File: src/rtl/sblcd_pkg.sv
// Package for the byte-budget LRU cache directory.
// Holds sizes, result codes and the item structs shared between the modules.
package sblcd_pkg;

   localparam int ENTRIES     = 16;
   localparam int KEY_BITS    = 32;
   localparam int AGE_BITS    = 16;
   localparam int SLOT_BITS   = $clog2(ENTRIES);
   localparam int CNT_BITS    = $clog2(ENTRIES + 1);
   localparam int SIZE_BITS   = 24;
   localparam int KIND_BITS   = 3;
   localparam int CSR_IDX_BITS = 1;
   localparam int QDEPTH      = 2;

   localparam logic [SIZE_BITS-1:0] LIMIT_RESET  = 24'd102400;
   localparam logic [SIZE_BITS-1:0] BUDGET_RESET = 24'd1048576;

   // register indexes
   localparam logic [CSR_IDX_BITS-1:0] CSR_OBJECT_SIZE_LIMIT = 1'd0;
   localparam logic [CSR_IDX_BITS-1:0] CSR_CACHE_BYTE_BUDGET = 1'd1;

   // commands
   localparam logic CMD_READ  = 1'b0;
   localparam logic CMD_WRITE = 1'b1;

   // result kinds
   localparam logic [KIND_BITS-1:0] KIND_HIT      = 3'd0;
   localparam logic [KIND_BITS-1:0] KIND_MISS     = 3'd1;
   localparam logic [KIND_BITS-1:0] KIND_EVICTED  = 3'd2;
   localparam logic [KIND_BITS-1:0] KIND_STORED   = 3'd3;
   localparam logic [KIND_BITS-1:0] KIND_REJECTED = 3'd4;

   // classified item passed from front to back
   typedef struct packed {
      logic                 is_write;
      logic                 rejected;
      logic [31:0]          key;
      logic [SIZE_BITS-1:0] byte_size;
   } job_type;

   typedef struct packed {
      logic [KIND_BITS-1:0] kind;
      logic [3:0]           slot;
      logic [SIZE_BITS-1:0] object_size;
      logic                 last;
   } result_type;

endpackage

File: src/rtl/sblcd_front.sv
// Front end: accepts items, checks writes against the size limits,
// and queues classified items for the back end. Uses sblcd_pkg.
module sblcd_front (
   input  logic                                 clock,
   input  logic                                 reset,
   input  logic                                 req_push,
   output logic                                 req_full,
   input  logic                                 req_command,
   input  logic [31:0]                          req_key,
   input  logic [sblcd_pkg::SIZE_BITS-1:0]      req_byte_size,
   input  logic [sblcd_pkg::SIZE_BITS-1:0]      limit,
   input  logic [sblcd_pkg::SIZE_BITS-1:0]      budget,
   output logic                                 job_valid,
   output sblcd_pkg::job_type                   job,
   input  logic                                 job_take
);
   localparam int PB = $clog2(sblcd_pkg::QDEPTH);

   sblcd_pkg::job_type          q_ff [sblcd_pkg::QDEPTH];
   logic [PB-1:0]               wp_ff, wp_in, rp_ff, rp_in;
   logic [PB:0]                 cnt_ff, cnt_in;
   logic                        push_ok;
   sblcd_pkg::job_type          nj;

   assign req_full  = (cnt_ff == (PB+1)'(sblcd_pkg::QDEPTH));
   assign push_ok   = req_push && !req_full;
   assign job_valid = (cnt_ff != '0);
   assign job       = q_ff[rp_ff];

   // classify
   always_comb begin
      nj.is_write  = (req_command == sblcd_pkg::CMD_WRITE);
      nj.rejected  = (req_byte_size > limit) || (req_byte_size > budget);
      nj.key       = req_key;
      nj.byte_size = req_byte_size;
   end

   always_comb begin
      wp_in  = push_ok ? wp_ff + 1'b1 : wp_ff;
      rp_in  = job_take ? rp_ff + 1'b1 : rp_ff;
      cnt_in = cnt_ff + (PB+1)'(push_ok) - (PB+1)'(job_take);
   end

   always_ff @(posedge clock) begin
      if (reset) begin
         wp_ff  <= '0;
         rp_ff  <= '0;
         cnt_ff <= '0;
      end else begin
         wp_ff  <= wp_in;
         rp_ff  <= rp_in;
         cnt_ff <= cnt_in;
      end
      if (push_ok) q_ff[wp_ff] <= nj;
   end
endmodule

File: src/rtl/sblcd_back.sv
// Back end: directory state, lookup, eviction and store sequencer.
// Uses sblcd_pkg; feeds a one-entry output register.
module sblcd_back (
   input  logic                             clock,
   input  logic                             reset,
   input  logic [sblcd_pkg::SIZE_BITS-1:0]  budget,
   input  logic                             job_valid,
   input  sblcd_pkg::job_type               job,
   output logic                             job_take,
   output logic                             rsp_empty,
   input  logic                             rsp_pop,
   output sblcd_pkg::result_type            rsp
);
   localparam int E  = sblcd_pkg::ENTRIES;
   localparam int SB = sblcd_pkg::SLOT_BITS;
   localparam int SZ = sblcd_pkg::SIZE_BITS;
   localparam int AB = sblcd_pkg::AGE_BITS;
   localparam int KB = sblcd_pkg::KEY_BITS;
   localparam int CB = sblcd_pkg::CNT_BITS;
   localparam int N  = 2 * E - 1;
   localparam logic [AB-1:0] AGE_MAX = '1;

   logic [E-1:0]  valid_ff;
   logic [KB-1:0] key_ff  [E];
   logic [SZ-1:0] size_ff [E];
   logic [AB-1:0] age_ff  [E];
   logic [SZ-1:0] bytes_ff;
   logic [CB-1:0] used_ff;

   // output register
   logic                  out_valid_ff;
   sblcd_pkg::result_type out_ff;
   logic                  take_ff;
   assign rsp_empty = !out_valid_ff;
   assign rsp       = out_ff;
   assign job_take  = take_ff;
   logic out_free;
   assign out_free = !out_valid_ff || rsp_pop;

   // match vector and oldest searches, balanced comparison trees over all slots
   logic [KB-1:0] jkey;
   logic [E-1:0]  match;
   logic          hit_ok  [N];
   logic [AB-1:0] hit_age [N];
   logic [SB-1:0] hit_idx [N];
   logic          old_ok  [N];
   logic [AB-1:0] old_age [N];
   logic [SB-1:0] old_idx [N];
   logic          hit_any, old_any, free_any;
   logic [SB-1:0] hit_slot, old_slot, free_slot;
   assign jkey = job.key[KB-1:0];

   always_comb begin
      // leaves: slot i sits at node E-1+i, so lower slots are on the left
      for (int i = 0; i < E; i++) begin
         match[i]         = valid_ff[i] && (key_ff[i] == jkey);
         hit_ok[E-1+i]    = match[i];
         hit_age[E-1+i]   = age_ff[i];
         hit_idx[E-1+i]   = SB'(i);
         old_ok[E-1+i]    = valid_ff[i];
         old_age[E-1+i]   = age_ff[i];
         old_idx[E-1+i]   = SB'(i);
      end
      // right wins on a greater age or an empty left; ties go to the lower slot
      for (int n = E - 2; n >= 0; n--) begin
         if (hit_ok[2*n+2] && (!hit_ok[2*n+1] || hit_age[2*n+2] > hit_age[2*n+1])) begin
            hit_ok[n]  = 1'b1;
            hit_age[n] = hit_age[2*n+2];
            hit_idx[n] = hit_idx[2*n+2];
         end else begin
            hit_ok[n]  = hit_ok[2*n+1];
            hit_age[n] = hit_age[2*n+1];
            hit_idx[n] = hit_idx[2*n+1];
         end
         if (old_ok[2*n+2] && (!old_ok[2*n+1] || old_age[2*n+2] > old_age[2*n+1])) begin
            old_ok[n]  = 1'b1;
            old_age[n] = old_age[2*n+2];
            old_idx[n] = old_idx[2*n+2];
         end else begin
            old_ok[n]  = old_ok[2*n+1];
            old_age[n] = old_age[2*n+1];
            old_idx[n] = old_idx[2*n+1];
         end
      end
      hit_any  = hit_ok[0];
      hit_slot = hit_idx[0];
      old_any  = old_ok[0];
      old_slot = old_idx[0];
      // lowest free slot
      free_any = 1'b0; free_slot = '0;
      for (int i = E - 1; i >= 0; i--) begin
         if (!valid_ff[i]) begin
            free_any = 1'b1; free_slot = SB'(i);
         end
      end
   end

   logic need_evict;
   logic [SZ:0] sum;
   assign sum = {1'b0, bytes_ff} + {1'b0, job.byte_size};
   assign need_evict = (sum > {1'b0, budget}) || !free_any;

   logic [SZ-1:0] bytes_dec;
   assign bytes_dec = (bytes_ff >= size_ff[old_slot]) ? bytes_ff - size_ff[old_slot] : '0;

   // step: one directory action now; done: this action ends the item
   logic step, done;
   assign step = job_valid && !take_ff && out_free;
   assign done = !job.is_write || job.rejected || !(need_evict && old_any);

   // one step per cycle while the output can take a result and take_ff is low
   always_ff @(posedge clock) begin
      if (reset) begin
         valid_ff     <= '0;
         bytes_ff     <= '0;
         used_ff      <= '0;
         out_valid_ff <= 1'b0;
         take_ff      <= 1'b0;
      end else begin
         take_ff <= step && done;
         if (step) out_valid_ff <= 1'b1;
         else if (rsp_pop) out_valid_ff <= 1'b0;
         if (step) begin
            out_ff.last <= done;
            if (!job.is_write) begin
               if (hit_any) begin
                  out_ff.kind        <= sblcd_pkg::KIND_HIT;
                  out_ff.slot        <= 4'(hit_slot);
                  out_ff.object_size <= size_ff[hit_slot];
                  for (int i = 0; i < E; i++) begin
                     if (match[i]) age_ff[i] <= AB'(1);
                     else if (valid_ff[i] && age_ff[i] < AGE_MAX)
                        age_ff[i] <= age_ff[i] + 1'b1;
                  end
               end else begin
                  out_ff.kind        <= sblcd_pkg::KIND_MISS;
                  out_ff.slot        <= '0;
                  out_ff.object_size <= '0;
               end
            end else if (job.rejected) begin
               out_ff.kind        <= sblcd_pkg::KIND_REJECTED;
               out_ff.slot        <= '0;
               out_ff.object_size <= '0;
            end else if (need_evict && old_any) begin
               out_ff.kind          <= sblcd_pkg::KIND_EVICTED;
               out_ff.slot          <= 4'(old_slot);
               out_ff.object_size   <= size_ff[old_slot];
               valid_ff[old_slot]   <= 1'b0;
               bytes_ff             <= bytes_dec;
               if (used_ff != '0) used_ff <= used_ff - 1'b1;
            end else begin
               // store; an empty table clears the counters first
               out_ff.kind        <= sblcd_pkg::KIND_STORED;
               out_ff.slot        <= 4'(free_slot);
               out_ff.object_size <= job.byte_size;
               for (int i = 0; i < E; i++) begin
                  if (valid_ff[i] && SB'(i) != free_slot && age_ff[i] < AGE_MAX)
                     age_ff[i] <= age_ff[i] + 1'b1;
               end
               valid_ff[free_slot] <= 1'b1;
               key_ff[free_slot]   <= jkey;
               size_ff[free_slot]  <= job.byte_size;
               age_ff[free_slot]   <= AB'(1);
               if (need_evict) begin
                  bytes_ff <= job.byte_size;
                  used_ff  <= CB'(1);
               end else begin
                  bytes_ff <= bytes_ff + job.byte_size;
                  used_ff  <= used_ff + 1'b1;
               end
            end
         end
      end
   end
endmodule

File: src/rtl/size_budget_lru_cache_directory_top.sv
// Top level of the byte-budget LRU cache directory.
// Instantiates sblcd_front and sblcd_back; uses sblcd_pkg.
//
// A read gives one result. A write gives one rejected result, or one result
// per evicted entry and then a stored result; the back end makes one
// directory step per result, fed from the two-entry input queue.
// Configuration writes must be made while the block is idle.
module size_budget_lru_cache_directory_top (
   input  logic        clock,
   input  logic        reset,
   input  logic        push,
   output logic        full,
   input  logic        req_command,
   input  logic [31:0] req_key,
   input  logic [23:0] req_byte_size,
   output logic        empty,
   input  logic        pop,
   output logic [2:0]  rsp_kind,
   output logic [3:0]  rsp_slot,
   output logic [23:0] rsp_object_size,
   output logic        rsp_last,
   input  logic        csr_write_enable,
   input  logic [0:0]  csr_index,
   input  logic [23:0] csr_write_data
);
   logic [23:0] limit_ff, budget_ff;
   logic                  job_valid, job_take;
   sblcd_pkg::job_type    job;
   sblcd_pkg::result_type rsp;

   // configuration registers
   always_ff @(posedge clock) begin
      if (reset) begin
         limit_ff  <= sblcd_pkg::LIMIT_RESET;
         budget_ff <= sblcd_pkg::BUDGET_RESET;
      end else if (csr_write_enable) begin
         case (csr_index)
            sblcd_pkg::CSR_OBJECT_SIZE_LIMIT: limit_ff  <= csr_write_data;
            sblcd_pkg::CSR_CACHE_BYTE_BUDGET: budget_ff <= csr_write_data;
            default: ;
         endcase
      end
   end

   sblcd_front u_front (
      .clock, .reset,
      .req_push(push), .req_full(full),
      .req_command, .req_key, .req_byte_size,
      .limit(limit_ff), .budget(budget_ff),
      .job_valid, .job, .job_take
   );

   sblcd_back u_back (
      .clock, .reset,
      .budget(budget_ff),
      .job_valid, .job, .job_take,
      .rsp_empty(empty), .rsp_pop(pop), .rsp
   );

   assign rsp_kind        = rsp.kind;
   assign rsp_slot        = rsp.slot;
   assign rsp_object_size = rsp.object_size;
   assign rsp_last        = rsp.last;
endmodule

File: config.mk
export PLATFORM = sky130hd
export DESIGN_NAME = size_budget_lru_cache_directory_top
export DESIGN_NICKNAME = d
export VERILOG_FILES = /design/src/rtl/sblcd_pkg.sv /design/src/rtl/sblcd_front.sv /design/src/rtl/sblcd_back.sv /design/src/rtl/size_budget_lru_cache_directory_top.sv
export SDC_FILE = /design/constraint.sdc
export NUM_CORES = 2
export LEC_CHECK = 0
export BUFFER_PORTS_ARGS = -buffer_cell sky130_fd_sc_hd__buf_2
export CAP_MARGIN = 0
export CORE_MARGIN = 4
export CORE_UTILIZATION = 68
export DETAILED_ROUTE_END_ITERATION = 8
export MAX_ROUTING_LAYER = met4
export PLACE_DENSITY = 0.9
export SYNTH_ARGS = -nofsm -noshare
export SYNTH_HDL_FRONTEND = slang
export SYNTH_SLANG_ARGS = --single-unit
export TNS_END_PERCENT = 10
File: constraint.sdc
create_clock -name clock -period 38 [get_ports clock]
set_clock_uncertainty 0.05 [all_clocks]
set_input_delay 5.7 -clock clock [delete_from_list [all_inputs] [get_ports clock]]
set_output_delay 5.7 -clock clock [all_outputs]
set_load 0.05 [all_outputs]
==> impl_metrics.json <==
{
  "die_x_um": 352,
  "path_class": "register to register",
  "final_nets": 8497,
  "final_cell_mix": "1,044 x edfxtp_1, 800 x nand2_1, 666 x xnor2_1, 574 x nor2_1, 490 x ha_1",
  "cts_hold_buf": 0,
  "cp_data_arrival_time_ns": 18.92,
  "met3_length_um": 47400,
  "grt_pass1_vias": 67200,
  "cpPeakStageDelay_ns": 1.09,
  "post-route-period-util": 0.485,
  "synth_compound_area_frac": 0.121,
  "dieArea_um2": 124000,
  "dp_cells": 9306,
  "die_h_um": 352,
  "synthAdderAreaFrac": 0.0765,
  "final_cell_count_no_fill": 9586,
  "synthSimpleGateAreaFrac": 0.147,
  "worst_pin_slew_ns": 1.47,
  "vias": 70100,
  "tns_ns": 0,
  "start_util": 0.684,
  "cts_tree": "yes",
  "hold_violations": 0,
  "crit_path_top_delay_cell": "mux2i_4",
  "reg2reg_depth": 41,
  "cts.repair_timing.setup_buffer_count": 0,
  "final_common_cell": "edfxtp_1",
  "pin_count": 121,
  "dr.pass1.iters": 9,
  "wl_met2_um": 125000,
  "netlist.area_leader.share": 0.389,
  "synth_mux_area_frac": 0.0623,
  "yosysTopAreaCell": "edfxtp_1",
  "reg2reg_slack_ns": 19.56,
  "overflow": 0,
  "synthCells": 7797,
  "syn_area_um2": 80700,
  "place_congestion": 1.15,
  "clock_sinks": 1395,
  "power_leakage_nw": 31.9,
  "final.min_clock_period_ns": 18.44,
  "synth.net_count": 8376,
  "io_buffers": 120,
  "async_reset_ff_frac": 0,
  "setup_viol": 0,
  "p_per_area_nw_per_um2": 52.9,
  "grt_pass1_wl_um": 431000,
  "synthFlopType": "edfxtp_1",
  "cts_buffers": 146,
  "dp_hpwl_um": 195000,
  "yosys.area_share.xor_xnor": 0.0825,
  "route.detailed.drc": 28,
  "violations": "DRC, capacitance limit",
  "design.core.area_um2": 118000,
  "required_ns": 38.48,
  "ys_types": 101,
  "ys_seq_area_frac": 0.476,
  "wire_per_inst_um": 31.1,
  "holdPathStages": 2,
  "synth_edf_count": 1044,
  "cp-end-kind": "register",
  "htree_num_levels": 4,
  "num-fill-cells": 7441,
  "max-slew-margin-rel": 0.0101,
  "routed.top_layer": "met4",
  "syn_to_final_growth_pct": 9.50,
  "rsz0062_at_grt": "no",
  "drtIter0Drc": 12500,
  "slew_violations": 0,
  "gr-usage-all-layers": 0.478,
  "drv_cap": 1,
  "drtAntennaViolNets": 0,
  "max_freq_mhz": 54.2,
  "drt-total-wl_um": 299000,
  "antenna_found_initial": 8,
  "cts_root_buf": "clkbuf_16",
  "ys_seq_elements": 1395,
  "drive_gt1_frac": 0.0873,
  "viasPerCell": 7.31,
  "status": "finished, violations left",
  "rows": 126,
  "worstSkewPairLatency_ns": 0.85,
  "hold_class": "register to register",
  "yosys_warnings": 0,
  "synth.avg_cell_area_um2": 10.3,
  "met1_length_um": 99700,
  "path_clk_slew_ns": 0.06,
  "clock_path_buffers": 3,
  "grt_max_degree": 74,
  "crit_fanout": 71,
  "irDropWorstVdd_mv": 0.0785,
  "ctsResizeCount": 0,
  "synth_area_leaders": "edfxtp_1 39%, dfxtp_1 8.7%, ha_1 7.6%, xnor2_1 7.2%, mux2i_1 4.4%",
  "synth_top_family_by_area": "simple AND/OR/NAND/NOR gates",
  "critPathLaunchType": "register"
}
-- cells by family (layout without fill, tap and decap cells) --
family,Yosys count,in the layout
fa+ha+maj,492,492
simple gates,2495,2495
flops,1395,1395
buf+inv,654,895
xor+xnor,760,760
other cells,0,12
compound gates,1547,1547
mux,454,454
-- cell usage after synthesis (all sizes together) (11+ instances only) --
master	number
a21oi	470
a22oi	19
a31oi	45
nand2b	45
and2	34
a2111oi	31
o22ai	56
o31ai	18
nand4	202
a21boi	18
mux2	69
a32oi	11
and3	77
ha	490
a21o	100
or3	40
a221oi	67
dfxtp	351
a211oi	62
xor2	94
buf	95
nor2b	45
nor3	110
nor4b	17
nor4	255
nand2	801
o21bai	25
o211ai	38
mux2i	384
o21a	71
and4	22
a211o	20
o21ai	386
inv	347
o221ai	13
nand3	212
or2	15
edfxtp	1044
nor2	596
xnor2	666
clkbuf	210
-- report_power, final --
part | switching, mW | total [mW] | leakage, nW | internal (mW)
clock | 0.654 | 1.54 | 2.44 | 0.883
combinational | 0.930 | 1.31 | 17.1 | 0.377
sequential | 0.0408 | 1.83 | 12.3 | 1.79
total | 1.63 | 4.68 | 31.9 | 3.05
-- final timing paths --
path                             startpoint                   endpoint
setup reg to reg                   register   u_back.rsp[21]$_DFFE_PP_
setup / recovery                   register   u_back.rsp[21]$_DFFE_PP_
hold reg to reg   limit_ff[23]$_SDFFE_PP0P_  limit_ff[23]$_SDFFE_PP0P_
hold / removal    limit_ff[23]$_SDFFE_PP0P_  limit_ff[23]$_SDFFE_PP0P_
-- final cells by class --
class | instances | area [µm²] | share of cell area
antenna | 12 | 30.0 | 0.000340
clock buffer | 192 | 3970 | 0.0450
clock inverter | 76 | 1110 | 0.0126
inverter | 349 | 1310 | 0.0148
multi-input combinational | 5748 | 39800 | 0.451
sequential | 1395 | 38400 | 0.435
tap | 1536 | 1920 | 0.0218
timing repair buffer | 278 | 1810 | 0.0205
-- registers in the layout (all words and copies together) (netlist names), 2 cells and up, named ones only --
signal	cells
limit_ff	24
budget_ff	24
u_back.size_ff	384
u_back.bytes_ff	24
u_back.age_ff	256
u_front.q_ff	116
u_back.rsp	32
u_back.key_ff	512
u_back.valid_ff	16
u_front.cnt_ff	2
-- worst max-delay path: cells and delay by family, from the launching register on --
kind / cells / cell delay [ns]
compound gates: 24 / 8.04
simple gates: 8 / 3.56
buf+inv: 4 / 3.00
mux: 2 / 1.53
fa+ha+maj: 3 / 0.90
flops: 1 / 0.84
-- per-stage QoR --
stage | instance area [µm²] | total power [mW] | utilization | worst slack (ns) | hold WS (ns)
floorplan | 80700 | 2.63 | - | 24.74 | 0.386
global route | 88300 | 4.76 | 0.749 | 19.03 | 0.436
detailed placement | 83200 | 3.06 | 0.706 | 20.63 | 0.398
global placement | 83200 | 3.02 | 0.705 | 20.62 | 0.392
CTS | 88300 | 4.58 | 0.749 | 20.30 | 0.410
finish | 88300 | 4.68 | 0.749 | 19.56 | 0.410
-- metal layers --
metal	global-route usage	vias to the layer above
met5	-	-
met4	0.317	0
met3	0.173	2009
li1	-	29000
met1	0.567	32500
met2	0.686	6570
No activity file was read; power rests on OpenSTA's default activity.
